===== config.mk =====
export PLATFORM = sky130hd
export DESIGN_NAME = gdr_match
export DESIGN_NICKNAME = d
export VERILOG_FILES = /design/src/rtl/gdr_match.sv
export SDC_FILE = /design/constraint.sdc
export NUM_CORES = 1
export LEC_CHECK = 0
export ABC_CLOCK_PERIOD_IN_PS = 2000
export BUFFER_PORTS_ARGS = -buffer_cell sky130_fd_sc_hd__buf_2
export CORE_MARGIN = 2
export CORE_UTILIZATION = 38
export DETAILED_ROUTE_END_ITERATION = 8
export PLACE_DENSITY_LB_ADDON = 0.12
export RECOVER_POWER = 50
export SYNTH_ARGS = -nofsm -noshare
export SYNTH_HDL_FRONTEND = slang
export SYNTH_SLANG_ARGS = --single-unit

===== constraint.sdc =====
create_clock -name vclk -period 2
set_clock_uncertainty 0.1 [all_clocks]
set_input_delay 0.4 -clock vclk [all_inputs]
set_output_delay 0.4 -clock vclk [all_outputs]
set_load 0.05 [all_outputs]

===== src/rtl/gdr_match.sv =====
`timescale 1ns / 1ps
// ---------------------------------------------------------------------------
// gdr_match: shared compare unit
// Equality and signed less-than of one probe against one table entry.
// ---------------------------------------------------------------------------
module gdr_match (
    input  logic signed [31:0] probe,
    input  logic signed [31:0] entry,
    output logic               eq,
    output logic               lt
);
    assign eq = (probe == entry);
    assign lt = (entry < probe);
endmodule


# == Yosys cells after proc, flatten, opt, wreduce, memory -nomap -nowiden ==
# Cells that the tools add are included.
# W data, S select, Z words.
# word_totals
out_inout_bits,2
wordCells,2
ff_bits,0
# op_classes
n_eq_ne,1
n_lt_le_gt_ge,1
# ops
cell,n
$eq A32 B32 Y1,1
$lt A32 B32 Y1,1

# == Logic depth before layout (Yosys ltp) ==
# depth
ltp_word,1
ltp_mapped,7
mapped_depth_nobuf,7

# == Worst setup path after synthesis ==
# No wires, ideal clock.
# synth_path
kind,input -> output
start,input probe[14]
end,output lt
slack_ns,-0.478
t_arrival_ns,1.978
cell_stages,7
required_time_ns,1.500
path_cell_list,inv_1 > ha_1 > a21oi_2 > nand2_1 > a221o_1 > o31a_1 > o22ai_2
# synth_between
elab_chain_len,1
# synth_lines
element,line,rtl
start: declaration,7,"input logic signed [31:0] probe,"
$lt A32 B32 Y1,13,assign lt = (entry < probe);
end: declaration,10,output logic lt
# No other way between the ends.

# == Worst setup path in the final report ==
# Ends and elaborated chain as after synthesis.

==> metrics <==
Port Buf Inserts 66; die width slightly above 50 µm; commonest non-fill, non-tap cell in the layout buf_2; CP Class input port to output pin; first-pass GRT wire length between 3 and 4 mm; Worst setup EP type output pin; CP dominant cell by count buf_6; sequential cell area 0 µm²; GR peak layer met2; GR Util All Layers 18.8%; syn avg cell area 7.26 µm²; clock buf count 0; commonest non-fill, non-tap cells in the layout buf_2 (62), ha_4 (23), inv_2 (20); Req. time, crit path 1.50 ns; Util after Layout 81.5%; syn_nets around 210; Post-Route WL between 2 and 2.5 mm; DRT Pass-1 Iters 2; Final Hold Fails 0; P per Cell Area 205 nW/µm²; RSZ-0062 raised after global routing yes; met1 Use GR 18.1%; die area 2550 µm²; outcome finished, violations left; Netlist Area Pre-Place 821 µm²; Max Slew Vio Count 0; initial core utilization 41.0%; final non-filler cell total 215; Crit path max-delay family compound AO/OA/AOI/OAI gates; Final Setup Violations 2; Hold Crit Class input port to output pin; number of global-route vias before repair 1069; post-place setup slack -0.451 ns; Mapped Cells 113; Slew Limit Headroom about 80%; CP startpoint kind input port; Area Growth Syn to Fin 98.8%; global routing usage on met3 1.49%; violated checks negative setup slack; M2 GR Usage about 43%; Multi-input gate area 1050 µm²; number of cell rows 16; Die H around 50 µm; Nets roughly 290; Setup crit start probe[14]; pin count of the biggest net entering global routing 5; core area 2000 µm²; minimum clock period 2.38 ns; DR vias/cell 4.83; dpl hpwl 2.18 mm; CP arrival 1.88 ns; maxcap violations 0; via count just over 1000; Placed Cells incl. Taps 214; Worst VDD drop around 0.14 mV; critical path fanouts, max 3; Synthesis Warnings 0; WP depth 9; GP Congestion 0.652; Slowest-stage cell, CP a221o_1; Seq Cell Count 0; Post-route DRC 0; Achievable Freq 420 MHz; final worst path period share 119%; routed len/inst 11.1 µm; Detail Route Antenna Nets 0; crit path buf inv count 3; layout filler cell count 145; final global-route overflow total 0; post-route setup TNS -0.692 ns; Leak 0.803 nW; I/O pins between 60 and 70; CP Capture Point lt; drt first-iter violations 1; ANT cells 0; crit path cell chain buf_6, inv_2, ha_4, nand4_1, nor2_1, a221o_1, o31a_1, o22ai_4, buf_6; Netlist cell types 24; sequential area share after synthesis 0%; layout cells sized above 1 a little over two thirds; Worst-Margin Slew 0.292 ns; hold slack final about 1.3 ns; PnR worst setup slack -0.380 ns; Max stage delay on crit path 0.29 ns; initial antenna violation count 0
==> worst min path at each step <==
stage / startpoint / end / slack [ns] / cells past startpoint
floorplan: entry[31] / lt / 0.99 / 2
global placement: entry[31] / lt / 1.30 / 6
detailed placement: entry[31] / lt / 1.31 / 6
CTS: entry[31] / lt / 1.29 / 6
global route: entry[31] / lt / 1.29 / 6
finish: entry[31] / lt / 1.26 / 6
==> stage by stage <==
stage	total power, W	cell area, µm²
finish	0.000335	1630
global route	0.000374	1630
CTS	0.000334	1620
detailed placement	0.000316	1570
global placement	0.000297	1570
floorplan	0.000181	1140
==> cell type report <==
type	count	share of cell area, %
inverter	32	7.67
timing repair buffer	75	25.7
tap	27	2.07
multi-input combinational	81	64.6
==> metal layers <==
| metal | vias up | wire length, µm |
|---|---|---|
| li1 | 548 | - |
| met3 | 2 | 148 |
| met4 | 0 | 14 |
| met5 | - | 0 |
| met2 | 37 | 1410 |
| met1 | 451 | 819 |
==> repair_timing <==
item | 4_1_cts | 5_1_grt
hold buffers | 0 | 0
setup endpoints to repair | 2 | 2
pin swaps | 12 | 8
resized for setup | 9 | 2
setup buffers | 1 | 0
==> cells in the mapped netlist <==
library cell  count  share of area [%]
nand3_1           2                1.2
a21oi_1          11                6.7
a21boi_2          1                1.4
o211ai_1          1               0.91
nor2_1            4                1.8
o21ai_1           1               0.61
nand4_1           6                4.6
nand4_2           1                1.5
nand2_1           7                3.2
a221o_1           1                1.2
o2111ai_1         1                1.1
nor2b_1           1               0.76
o21ai_0           2                1.2
nor3_1            1               0.61
nor4_1            1               0.76
a221oi_1          1                1.1
inv_1            32                 15
ha_1             32                 49
o22ai_2           1                1.5
nor4_2            1                1.5
a21o_1            2                1.8
a21oi_2           1                1.1
a211oi_1          1               0.91
o31a_1            1                1.1
==> where the power goes <==
| group | internal [W] | switching, W |
|---|---|---|
| Combinational | 0.000178 | 0.000156 |
| Clock | 0 | 0 |
| Sequential | 0 | 0 |
==> tightest hold or removal path: stages <==
cell and delay [ns]:
buf_2 0.10, ha_4 0.13, a221oi_2 0.04, o2111ai_2 0.07
o22ai_4 0.06, buf_6 0.15
==> cells by family after synthesis <==
logic type	after synthesis	share of synthesized area [%]
and+or+nand+nor	24	16.0
buffers and inverters	32	14.6
AOI/OAI and AO/OA	25	20.6
adders and majority gates	32	48.8
No activity file was read; power rests on OpenSTA's default activity.
